<file path="src/sv/sps_pkg.sv">
// Package: shared types and constants for the segment point sampler.
`timescale 1ns / 1ps
package sps_pkg;
  localparam int CoordWidth = 16;
  localparam int Capacity   = 1024;
  localparam int MaxPoints  = 64;
  localparam int MinPoints  = 3;
  localparam int SlotWidth  = 10;
  localparam int CountWidth = 11;
  localparam int SpaceWidth = 15;
  localparam logic [SpaceWidth-1:0] SpacingReset = 15'd51;

  // Datapath widths: axis difference, squared length, divider dividend
  localparam int DiffWidth = CoordWidth + 1;
  localparam int SqWidth   = 2 * DiffWidth;
  localparam int DivWidth  = CoordWidth + 6;
  localparam int StepWidth = 5;
  localparam int NWidth    = 7;
  localparam int IdxWidth  = 6;

  localparam logic [1:0] KIND_SEGMENT = 2'd0;
  localparam logic [1:0] KIND_POINT   = 2'd1;
  localparam logic [1:0] KIND_CLEAR   = 2'd2;
  localparam logic [1:0] KIND_NONE    = 2'd3;

  typedef struct packed {
    logic [1:0]                   kind;
    logic                         list_select;
    logic signed [CoordWidth-1:0] x_start;
    logic signed [CoordWidth-1:0] y_start;
    logic signed [CoordWidth-1:0] x_end;
    logic signed [CoordWidth-1:0] y_end;
  } in_item_t;

  typedef struct packed {
    logic signed [CoordWidth-1:0] point_x;
    logic signed [CoordWidth-1:0] point_y;
    logic                         list_tag;
    logic [SlotWidth-1:0]         slot;
    logic                         stored;
    logic                         last;
  } out_item_t;
endpackage

</file>
<file path="src/sv/segment_point_sampler.sv">
// Top level: segment to evenly spaced point sampler with list slot allocation.
//
// Items enter on in_valid/in_ready with an in_item_t payload; points leave on
// out_valid/out_ready as out_item_t, last set on the final point of an item.
// cfg_we/cfg_wdata write point_spacing (0 acts as 1); write only while idle.
// One multiplier and one restoring divider are shared under a sequencer.
// Segment: the x and y squares, the square root (one root bit a cycle), the
// count division, then per point: one product and one division per axis plus
// one emit, which waits out any output stall. The block is back in idle after
// the last of the N points (N from 3 to 64).
// Single point: the sequencer goes straight to its emit state. Clear: no result.
// The block takes one item at a time; in_ready is high only while idle.
// A point waits in the output register while the receiver stalls; the next
// point is computed meanwhile and the sequencer holds in its emit cycle
// until the register is free.
// Reset (synchronous, rst_n low) empties both lists, restores spacing 51 and
// drops any item in flight.
`timescale 1ns / 1ps
module segment_point_sampler (
  input  logic                           clk,
  input  logic                           rst_n,
  input  logic                           in_valid,
  output logic                           in_ready,
  input  sps_pkg::in_item_t              in_data,
  output logic                           out_valid,
  input  logic                           out_ready,
  output sps_pkg::out_item_t             out_data,
  input  logic                           cfg_we,
  input  logic [sps_pkg::SpaceWidth-1:0] cfg_wdata
);
  import sps_pkg::*;

  localparam logic [3:0] S_IDLE = 4'd0;
  localparam logic [3:0] S_SQX  = 4'd1;
  localparam logic [3:0] S_SQY  = 4'd2;
  localparam logic [3:0] S_SQRT = 4'd3;
  localparam logic [3:0] S_NDIV = 4'd4;
  localparam logic [3:0] S_MULX = 4'd5;
  localparam logic [3:0] S_XDIV = 4'd6;
  localparam logic [3:0] S_MULY = 4'd7;
  localparam logic [3:0] S_YDIV = 4'd8;
  localparam logic [3:0] S_EMIT = 4'd9;

  logic [3:0]                   state_r, state_nxt;
  logic [SpaceWidth-1:0]        spacing_r;
  logic [CountWidth-1:0]        scount_r, dcount_r;
  in_item_t                     item_r;
  logic [DiffWidth-1:0]         ax_r, ay_r;
  logic                         sx_r, sy_r;
  logic [SqWidth-1:0]           sq_r;
  logic [DiffWidth-1:0]         root_r;
  logic [StepWidth-1:0]         step_r;
  logic [NWidth-1:0]            n_r;
  logic [IdxWidth-1:0]          idx_r;
  logic [DivWidth-1:0]          dvd_r, quo_r;
  logic [DiffWidth-1:0]         rem_r, dvs_r;
  logic signed [CoordWidth-1:0] px_r, py_r;
  logic                         ov_r;
  out_item_t                    od_r;

  logic                         accept, emit_go, is_last, root_take;
  logic signed [DiffWidth-1:0]  dx_in, dy_in;
  logic [DiffWidth-1:0]         ax_in, ay_in;
  logic [DiffWidth-1:0]         cand, mul_a, mul_b;
  logic [SqWidth-1:0]           prod;
  logic [DiffWidth:0]           rem_sh;
  logic                         ge;
  logic [DiffWidth-1:0]         rem_nxt;
  logic [DivWidth-1:0]          quo_nxt;
  logic [CoordWidth-1:0]        q_mag;
  logic [NWidth-1:0]            nclamp;
  logic [CountWidth-1:0]        cnt_sel;
  logic [SpaceWidth-1:0]        sp_eff;

  assign in_ready = (state_r == S_IDLE);
  assign accept   = in_valid && in_ready;

  // Axis differences and magnitudes of the incoming segment
  assign dx_in = {in_data.x_end[CoordWidth-1], in_data.x_end}
               - {in_data.x_start[CoordWidth-1], in_data.x_start};
  assign dy_in = {in_data.y_end[CoordWidth-1], in_data.y_end}
               - {in_data.y_start[CoordWidth-1], in_data.y_start};
  assign ax_in = dx_in[DiffWidth-1] ? DiffWidth'(-dx_in) : dx_in;
  assign ay_in = dy_in[DiffWidth-1] ? DiffWidth'(-dy_in) : dy_in;

  // Shared multiplier: squares, root candidates and interpolation products
  assign cand = root_r | (DiffWidth'(1) << step_r);
  always_comb begin
    case (state_r)
      S_SQX: begin
        mul_a = ax_r;
        mul_b = ax_r;
      end
      S_SQY: begin
        mul_a = ay_r;
        mul_b = ay_r;
      end
      S_SQRT: begin
        mul_a = cand;
        mul_b = cand;
      end
      S_MULX: begin
        mul_a = ax_r;
        mul_b = DiffWidth'(idx_r);
      end
      S_MULY: begin
        mul_a = ay_r;
        mul_b = DiffWidth'(idx_r);
      end
      default: begin
        mul_a = '0;
        mul_b = '0;
      end
    endcase
  end
  assign prod      = SqWidth'(mul_a) * SqWidth'(mul_b);
  assign root_take = (prod <= sq_r);

  // Shared restoring divider step: one quotient bit a cycle
  assign rem_sh  = {rem_r, dvd_r[DivWidth-1]};
  assign ge      = (rem_sh >= {1'b0, dvs_r});
  assign rem_nxt = ge ? DiffWidth'(rem_sh - {1'b0, dvs_r}) : rem_sh[DiffWidth-1:0];
  assign quo_nxt = {quo_r[DivWidth-2:0], ge};
  assign q_mag   = quo_nxt[CoordWidth-1:0];

  // Clamp the point count between the minimum and the maximum
  always_comb begin
    if (quo_nxt > DivWidth'(MaxPoints)) nclamp = NWidth'(MaxPoints);
    else if (quo_nxt < DivWidth'(MinPoints)) nclamp = NWidth'(MinPoints);
    else nclamp = quo_nxt[NWidth-1:0];
  end

  assign sp_eff  = (spacing_r == '0) ? SpaceWidth'(1) : spacing_r;
  assign cnt_sel = item_r.list_select ? dcount_r : scount_r;
  assign emit_go = (state_r == S_EMIT) && (!ov_r || out_ready);
  assign is_last = ({1'b0, idx_r} == n_r - NWidth'(1));

  // Sequencer
  always_comb begin
    state_nxt = state_r;
    case (state_r)
      S_IDLE: if (accept) begin
        case (in_data.kind)
          KIND_SEGMENT: state_nxt = S_SQX;
          KIND_POINT:   state_nxt = S_EMIT;
          default:      state_nxt = S_IDLE;
        endcase
      end
      S_SQX:  state_nxt = S_SQY;
      S_SQY:  state_nxt = S_SQRT;
      S_SQRT: if (step_r == '0) state_nxt = S_NDIV;
      S_NDIV: if (step_r == '0) state_nxt = S_MULX;
      S_MULX: state_nxt = S_XDIV;
      S_XDIV: if (step_r == '0) state_nxt = S_MULY;
      S_MULY: state_nxt = S_YDIV;
      S_YDIV: if (step_r == '0) state_nxt = S_EMIT;
      S_EMIT: if (emit_go) state_nxt = is_last ? S_IDLE : S_MULX;
      default: state_nxt = S_IDLE;
    endcase
  end

  // Control registers, spacing and list counts
  always_ff @(posedge clk) begin
    if (!rst_n) begin
      state_r   <= S_IDLE;
      spacing_r <= SpacingReset;
      scount_r  <= '0;
      dcount_r  <= '0;
      ov_r      <= 1'b0;
    end else begin
      state_r <= state_nxt;
      if (cfg_we) spacing_r <= cfg_wdata;
      if (emit_go) ov_r <= 1'b1;
      else if (out_ready) ov_r <= 1'b0;
      if (accept && in_data.kind == KIND_CLEAR) dcount_r <= '0;
      if (emit_go && cnt_sel < CountWidth'(Capacity)) begin
        if (item_r.list_select) dcount_r <= cnt_sel + CountWidth'(1);
        else                    scount_r <= cnt_sel + CountWidth'(1);
      end
    end
  end

  // Datapath registers
  always_ff @(posedge clk) begin
    case (state_r)
      S_IDLE: if (accept) begin
        item_r <= in_data;
        ax_r   <= ax_in;
        ay_r   <= ay_in;
        sx_r   <= dx_in[DiffWidth-1];
        sy_r   <= dy_in[DiffWidth-1];
        px_r   <= in_data.x_start;
        py_r   <= in_data.y_start;
        n_r    <= NWidth'(1);
        idx_r  <= '0;
      end
      S_SQX: sq_r <= prod;
      S_SQY: begin
        sq_r   <= sq_r + prod;
        root_r <= '0;
        step_r <= StepWidth'(DiffWidth - 1);
      end
      S_SQRT: begin
        // Keep the candidate bit when its square still fits
        if (root_take) root_r <= cand;
        if (step_r == '0) begin
          dvd_r  <= DivWidth'(root_take ? cand : root_r);
          dvs_r  <= DiffWidth'(sp_eff);
          rem_r  <= '0;
          quo_r  <= '0;
          step_r <= StepWidth'(DivWidth - 1);
        end else begin
          step_r <= step_r - StepWidth'(1);
        end
      end
      S_NDIV, S_XDIV, S_YDIV: begin
        rem_r  <= rem_nxt;
        quo_r  <= quo_nxt;
        dvd_r  <= dvd_r << 1;
        step_r <= step_r - StepWidth'(1);
        if (step_r == '0) begin
          case (state_r)
            S_NDIV: begin
              n_r   <= nclamp;
              idx_r <= '0;
            end
            S_XDIV: px_r <= sx_r ? item_r.x_start - $signed(q_mag)
                                 : item_r.x_start + $signed(q_mag);
            S_YDIV: py_r <= sy_r ? item_r.y_start - $signed(q_mag)
                                 : item_r.y_start + $signed(q_mag);
            default: ;
          endcase
        end
      end
      S_MULX, S_MULY: begin
        // Load magnitude times index over count minus one
        dvd_r  <= prod[DivWidth-1:0];
        dvs_r  <= DiffWidth'(n_r - NWidth'(1));
        rem_r  <= '0;
        quo_r  <= '0;
        step_r <= StepWidth'(DivWidth - 1);
      end
      S_EMIT: if (emit_go) begin
        od_r.point_x  <= px_r;
        od_r.point_y  <= py_r;
        od_r.list_tag <= item_r.list_select;
        od_r.last     <= is_last;
        if (cnt_sel < CountWidth'(Capacity)) begin
          od_r.slot   <= cnt_sel[SlotWidth-1:0];
          od_r.stored <= 1'b1;
        end else begin
          od_r.slot   <= '0;
          od_r.stored <= 1'b0;
        end
        if (!is_last) idx_r <= idx_r + IdxWidth'(1);
      end
      default: ;
    endcase
  end

  assign out_valid = ov_r;
  assign out_data  = od_r;
endmodule
</file>
<file path="config.mk">
export PLATFORM = sky130hd
export DESIGN_NAME = segment_point_sampler
export DESIGN_NICKNAME = d
export VERILOG_FILES = /design/src/sv/sps_pkg.sv /design/src/sv/segment_point_sampler.sv
export SDC_FILE = /design/constraint.sdc
export NUM_CORES = 2
export LEC_CHECK = 0
export ABC_AREA = 0
export BUFFER_PORTS_ARGS = -buffer_cell sky130_fd_sc_hd__buf_2
export CORE_AREA = 2 2 240 289
export CTS_CLUSTER_DIAMETER = 30
export DETAILED_ROUTE_END_ITERATION = 10
export DIE_AREA = 0 0 242 291
export PLACE_DENSITY = 0.67
export SETUP_SLACK_MARGIN = 0.4
export SYNTH_ARGS = -nofsm -noshare
export SYNTH_HDL_FRONTEND = slang
export SYNTH_SLANG_ARGS = --single-unit
</file>
<file path="constraint.sdc">
create_clock -name clk -period 10.6 [get_ports clk]
set_clock_uncertainty 0.05 [all_clocks]
set_input_delay 2.12 -clock clk [delete_from_list [all_inputs] [get_ports clk]]
set_output_delay 2.12 -clock clk [all_outputs]
set_load 0.01 [all_outputs]
</file>
After elaboration in Yosys (flattened, before gate mapping)
Cells that the tools add are included.
{"block": "op_classes", "add_sub_neg": 15, "multipliers": 1, "div": 0, "n_lt_le_gt_ge": 5, "n_eq_ne": 24, "shift": 1, "muxes": 58, "n_bitwise": 2, "n_reduce_logical": 33}
{"op": "two-way mux 16 bit", "n": 10}
{"op": "one-hot mux 17 bit (3 select lines)", "n": 2}
{"op": "two-way mux 17 bit", "n": 5}
{"op": "one-hot mux 17 bit (2 select lines)", "n": 2}
{"op": "one-hot mux 17 bit (4 select lines)", "n": 1}
{"op": "one-hot mux 34 bit (2 select lines)", "n": 1}
{"op": "one-hot mux 22 bit (3 select lines)", "n": 1}
{"op": "one-hot mux 16 bit (2 select lines)", "n": 2}
{"op": "one-hot mux 21 bit (3 select lines)", "n": 1}
{"op": "two-way mux 11 bit", "n": 4}
{"op": "one-hot mux 4 bit (10 select lines)", "n": 1}
{"op": "two-way mux 7 bit", "n": 5}
{"op": "adder 34 bit", "n": 1}
{"op": "<= comparator 34 bit", "n": 1}
{"op": "multiplier 17 x 17 -> 34 bit", "n": 1}
{"op": "negator 17 bit", "n": 2}
{"op": "subtractor 16 x 16 -> 17 bit", "n": 2}
{"op": "adder 16 bit", "n": 2}
{"op": "subtractor 16 bit", "n": 2}
{"op": "two-way mux 6 bit", "n": 5}
{"op": "two-way mux 4 bit", "n": 6}
{"op": "greater-than comparator 22 x 7 -> 1 bit (second input constant)", "n": 1}
{"op": "< comparator 22 x 2 -> 1 bit (second input constant)", "n": 1}
{"op": "two-way mux 22 bit", "n": 1}
{"op": "other kinds (44)", "n": 79}
{"block": "totals", "ff_bits": 334, "latch_bits": 0, "ramBits": 0, "rom_bits": 0, "out_inout_bits": 47, "wordCells": 170, "n_memories": 0}

Depth between registers and ports, before layout
{"block": "logic_depth", "ltp_word": 8, "mapped_depth": 42, "mapped_depth_nobuf": 40}

Worst setup path after synthesis
OpenSTA, ideal clock, no wires.
{"block": "synth_timing", "path_type": "register to register", "startpoint": "register state_r[3]", "endpoint": "register root_r[0], enable pin", "setup_ps": 417, "arrival_time_ps": 9724, "required_ps": 10133, "path_slack_ps": 409, "stages_incl_launch_ff": 39, "n_path_buf": 2, "cell_sequence": "dfxtp_1 > clkbuf_1 > inv_1 > nand2_1 > nor2_1 > nand2_1 > buf_2 > nor2_1 > a221oi_1 > nor2_1 > fa_1 > inv_1 > fa_1 > inv_1 > fa_1 > fa_1 > fa_1 > inv_1 > [... 3 more ...] > a21o_1 > a21oi_1 > o21a_1 > o31ai_2 > a21boi_1 > o31a_1 > o21ai_0 > xnor2_1 > ha_1 > a21o_1 > a21oi_1 > o21bai_1 > a21o_1 > a21oi_1 > nor2_1 > o21a_1 > o22a_1 > a21boi_0"}
{"block": "synth_between", "elab_chain_len": 7, "elab_cells_between_ends": 15}
{"item": "start: declaration", "line": "segment_point_sampler.sv:44", "source": "logic [3:0] state_r, state_nxt;"}
{"item": "start signal: assignment", "line": "segment_point_sampler.sv:171", "source": "state_r <= state_nxt;"}
{"item": "equality test 4 x 3 -> 1 bit (tied with other cells)", "line": "segment_point_sampler.sv:89", "source": "case (state_r)"}
{"item": "OR reduction 2 bit (no line)"}
{"item": "one-hot mux 17 bit (4 select lines) / one-hot mux 17 bit (3 select lines) (equally long branches)", "line": "segment_point_sampler.sv:89"}
{"item": "multiplier 17 x 17 -> 34 bit", "line": "segment_point_sampler.sv:116", "source": "assign prod = SqWidth'(mul_a) * SqWidth'(mul_b);"}
{"item": "<= comparator 34 bit", "line": "segment_point_sampler.sv:117", "source": "assign root_take = (prod <= sq_r);"}
{"item": "inequality test 2 bit (no line)"}
{"item": "AND reduction 2 bit (no line) *"}
{"item": "end signal: assignment", "line": "segment_point_sampler.sv:205", "source": "if (root_take) root_r <= cand;"}
{"item": "end: declaration", "line": "segment_point_sampler.sv:51", "source": "logic [DiffWidth-1:0] root_r;"}
Every way passes the cells marked *; elsewhere a longest branch is shown, timed or not.
A chain may end at the register's enable or synchronous reset.

Final worst setup path
{"block": "layout_timing", "startpoint": "register state_r[2]", "endpoint": "register sq_r[32], data pin"}
{"block": "layout_between", "elab_chain_len": 6, "elab_cells_between_ends": 13}
{"item": "equality test 4 x 3 -> 1 bit (tied with other cells)", "line": "segment_point_sampler.sv:89"}
{"item": "OR reduction 2 bit (no line)"}
{"item": "one-hot mux 17 bit (4 select lines) / one-hot mux 17 bit (3 select lines) (equally long branches)", "line": "segment_point_sampler.sv:89"}
{"item": "multiplier 17 x 17 -> 34 bit", "line": "segment_point_sampler.sv:116"}
{"item": "adder 34 bit", "line": "segment_point_sampler.sv:199", "source": "sq_r <= sq_r + prod;"}
{"item": "one-hot mux 34 bit (2 select lines) *", "line": "segment_point_sampler.sv:185", "source": "case (state_r)"}
{"item": "end signal: assignment", "line": "segment_point_sampler.sv:197", "source": "S_SQX: sq_r <= prod;"}
{"item": "end signal: assignment", "line": "segment_point_sampler.sv:199"}
{"item": "end: declaration", "line": "segment_point_sampler.sv:50", "source": "logic [SqWidth-1:0] sq_r;"}
Marks and branches as above.

==> impl_metrics.tcl <==
set metrics [dict create \
    htreeDepth 3 \
    vias 23598 \
    ff2ff_path_depth 37 \
    required_ns 10.91 \
    syn_avg_cell_area_sq_um 9.390 \
    maxSlewHeadroom 0.2161 \
    drt_first_pass_iters 7 \
    cts_sinks 333 \
    async_flop_share 0 \
    layout_commonest_cell "inv_1" \
    setup_tns_ns 0 \
    max_stage_delay_ns 0.56 \
    min_period_ns 9.836 \
    layout.cells.non_filler 4354 \
    initial_utilization 0.4451 \
    start_kind "flip-flop" \
    r2r_end "sq_r[32]" \
    status "finished, final reports clean" \
    fin_nets 3973 \
    core-area_sq_um 67790 \
    grt-ovfl-total 0 \
    finalWirelength_mm 83.39 \
    grt_pass1_wl_mm 132.3 \
    hpwl_mm 65.83 \
    cp_max_fo 14 \
    ios 134 \
    fmax_ghz 0.1017 \
    vias_per_cell 5.420 \
    ys_types 78 \
    ys.flop_type "edfxtp_1" \
    endpoint_kind "flip-flop" \
    grt_pass1_vias 24212 \
    drive_gt1_frac 0.1158 \
    grt_usage 0.2380 \
    critPathLaunch "state_r[2]" \
    yosys_warnings 0 \
    hold_viol 0 \
    p_per_area_nw_per_um2 350.7 \
    ant_nets 0 \
    drt_iter0_markers 1842 \
    crit_path_end "sq_r[32]" \
    crit_type "reg2reg" \
    cp_slowest_cell "fa_1" \
    insertedDiodeCount 0 \
    wire_per_inst_microns 19.15 \
    yosysSeqAreaShare 0.3175 \
    syn_area_sq_um 30170 \
    cap_violations 0 \
    place_congestion 0.9878 \
    final_max_slew_viol_count 0 \
    cp.arrival_ns 10.15 \
    final_cell_mix "472 x inv_1, 340 x nand2_1, 303 x nor2_1" \
    synth_edf_count 291 \
    setup_viol 0 \
    crit_path_frequent_cell "inv_1" \
    die_h_microns 291 \
    leakage_nw 15.62 \
    postCtsHoldBufs 0 \
    r2r-start "state_r[2]" \
    row_count 105 \
    clockBufferDepth 3 \
    dp_cells 4224 \
    cts_root_buffer "clkbuf_16" \
    dieArea_sq_um 70420 \
    drc 0 \
    hold_class "reg2reg" \
    antenna_found_initial 0 \
    worstSkewPairLatency_ns 0.63 \
    synth_fp_nets 3796 \
    rsz0062_at_grt "no" \
    ys_ff_latch 333 \
    fin_crit_sh 0.9280 \
    portBuffers 133 \
    r2r_setup_slack_ns 0.76 \
    cts_tree "yes" \
    cts_buffers 72 \
    clk_pin_slew_ns 0.06 \
    postSynthCellCount 3213 \
    fp.dieW_microns 242 \
    vdd_drop_max_v 0.0002111 \
    grt_max_degree 59 \
    max_slew.worst_pin.slew_ns 1.168 \
    area_growth_syn_to_layout_pct 15.13 \
]
power breakdown:
group	switching, W	internal, W	total [W]
sequential	0.000291	0.00208	0.00237
clock	0.000814	0.00138	0.00219
combinational	0.00474	0.00288	0.00762
total	0.00584	0.00634	0.0122
registers in the layout, summed over array words and instances, names as in the netlist:
name       cells
px_r          16
py_r          16
scount_r      11
sy_r           1
step_r         5
ay_r          17
spacing_r     15
quo_r         21
state_r        4
dvs_r         16
out_valid      1
ax_r          17
dvd_r         22
sx_r           1
rem_r         17
n_r            7
item_r        33
sq_r          34
idx_r          6
out_data      45
root_r        17
dcount_r      11
layer usage:
metal / vias to the layer above / GRT usage / wire, microns
met3: 206 / 0.03347 / 4556
li1: 11272 / - / -
met4: 0 / 0.1179 / 4230
met2: 783 / 0.4254 / 41800
met1: 11337 / 0.2790 / 32810
met5: - / 0 / 0
kinds of logic after synthesis:
family	count (synthesis)	synth area share
flip-flops	333	0.3175
XOR/XNOR	200	0.05806
AND/OR/NAND/NOR	934	0.1389
adder cells (fa/ha/maj)	496	0.2629
multiplexers	37	0.01252
AO/OA/AOI/OAI	628	0.1371
buffers and inverters	585	0.07295
Yosys cell counts, types with 9 or more instances:
cell,count,area share
nor2_1,311,0.039
a211oi_1,19,0.0047
dfxtp_1,42,0.028
or2_2,9,0.0019
a31oi_1,16,0.0033
inv_1,475,0.059
xnor2_1,148,0.043
buf_1,11,0.0014
o21ai_0,140,0.023
o31ai_1,16,0.0040
fa_1,230,0.15
and3_1,18,0.0037
xor2_1,52,0.015
clkbuf_1,91,0.011
nand2_1,340,0.042
nand3b_1,10,0.0025
nor3_1,38,0.0063
nand3_1,34,0.0056
a22o_1,18,0.0052
a221oi_1,20,0.0058
nor3b_1,9,0.0022
a21boi_0,13,0.0032
a21oi_1,174,0.029
a221o_1,34,0.011
edfxtp_1,291,0.29
o211ai_1,11,0.0027
or3_1,24,0.0050
nand2b_1,23,0.0048
ha_1,266,0.11
and2_1,34,0.0071
a22oi_1,10,0.0025
o21bai_1,20,0.0050
mux2i_1,31,0.010
nand4_1,19,0.0039
nor4_1,16,0.0033
nor2b_1,31,0.0064
a21o_1,47,0.012
o21a_1,26,0.0065
through the flow:
stage | power, W | utilization | cell area (sq um) | setup slack (ns) | hold WS [ns]
final | 0.01218 | 0.5124 | 34730 | 0.7636 | 0.3685
after global routing | 0.01317 | 0.5124 | 34730 | 0.4248 | 0.3763
after CTS | 0.01216 | 0.5106 | 34610 | 0.4319 | 0.3677
after detailed placement | 0.009889 | 0.4751 | 32210 | 0.3936 | 0.3556
after global placement | 0.009829 | 0.4751 | 32210 | 0.5453 | 0.3547
after floorplan | 0.007601 | - | 30170 | 0.4093 | 0.3503
worst max-delay path: cells and delay by family (launching register included):
kind            cells  cell delay, ns
fa+ha+maj           8            3.45
flops               1            0.34
mux                 1            0.26
simple gates        5            1.41
compound gates     13            2.93
xor+xnor            2            0.27
buf+inv             8            0.83
worst min-delay path by stage:
| stage | startpoint | end | depth (start not counted) |
|---|---|---|---|
| final | px_r[11] | out_data[40] | 0 |
| after global routing | py_r[15] | out_data[28] | 0 |
| after CTS | py_r[14] | out_data[27] | 0 |
| after detailed placement | py_r[13] | out_data[26] | 0 |
| after global placement | py_r[15] | out_data[28] | 0 |
| after floorplan | py_r[0] | out_data[13] | 0 |
area by class of cell:
class	instances	area [sq um]
fillers	6196	33060
clock inverters	51	571.8
flip-flops and latches	333	9579
clock buffers	78	1834
well taps	909	1137
inverters	479	1798
multi-input cells	2295	18550
repair buffers	209	1265
timing repair:
action,4_1_cts,5_1_grt
gates resized for setup,1,31
buffers inserted,0,1
pin swaps,0,1
endpoints found under the setup margin,4,40
Note: power is estimated with default switching activity, not from simulation.
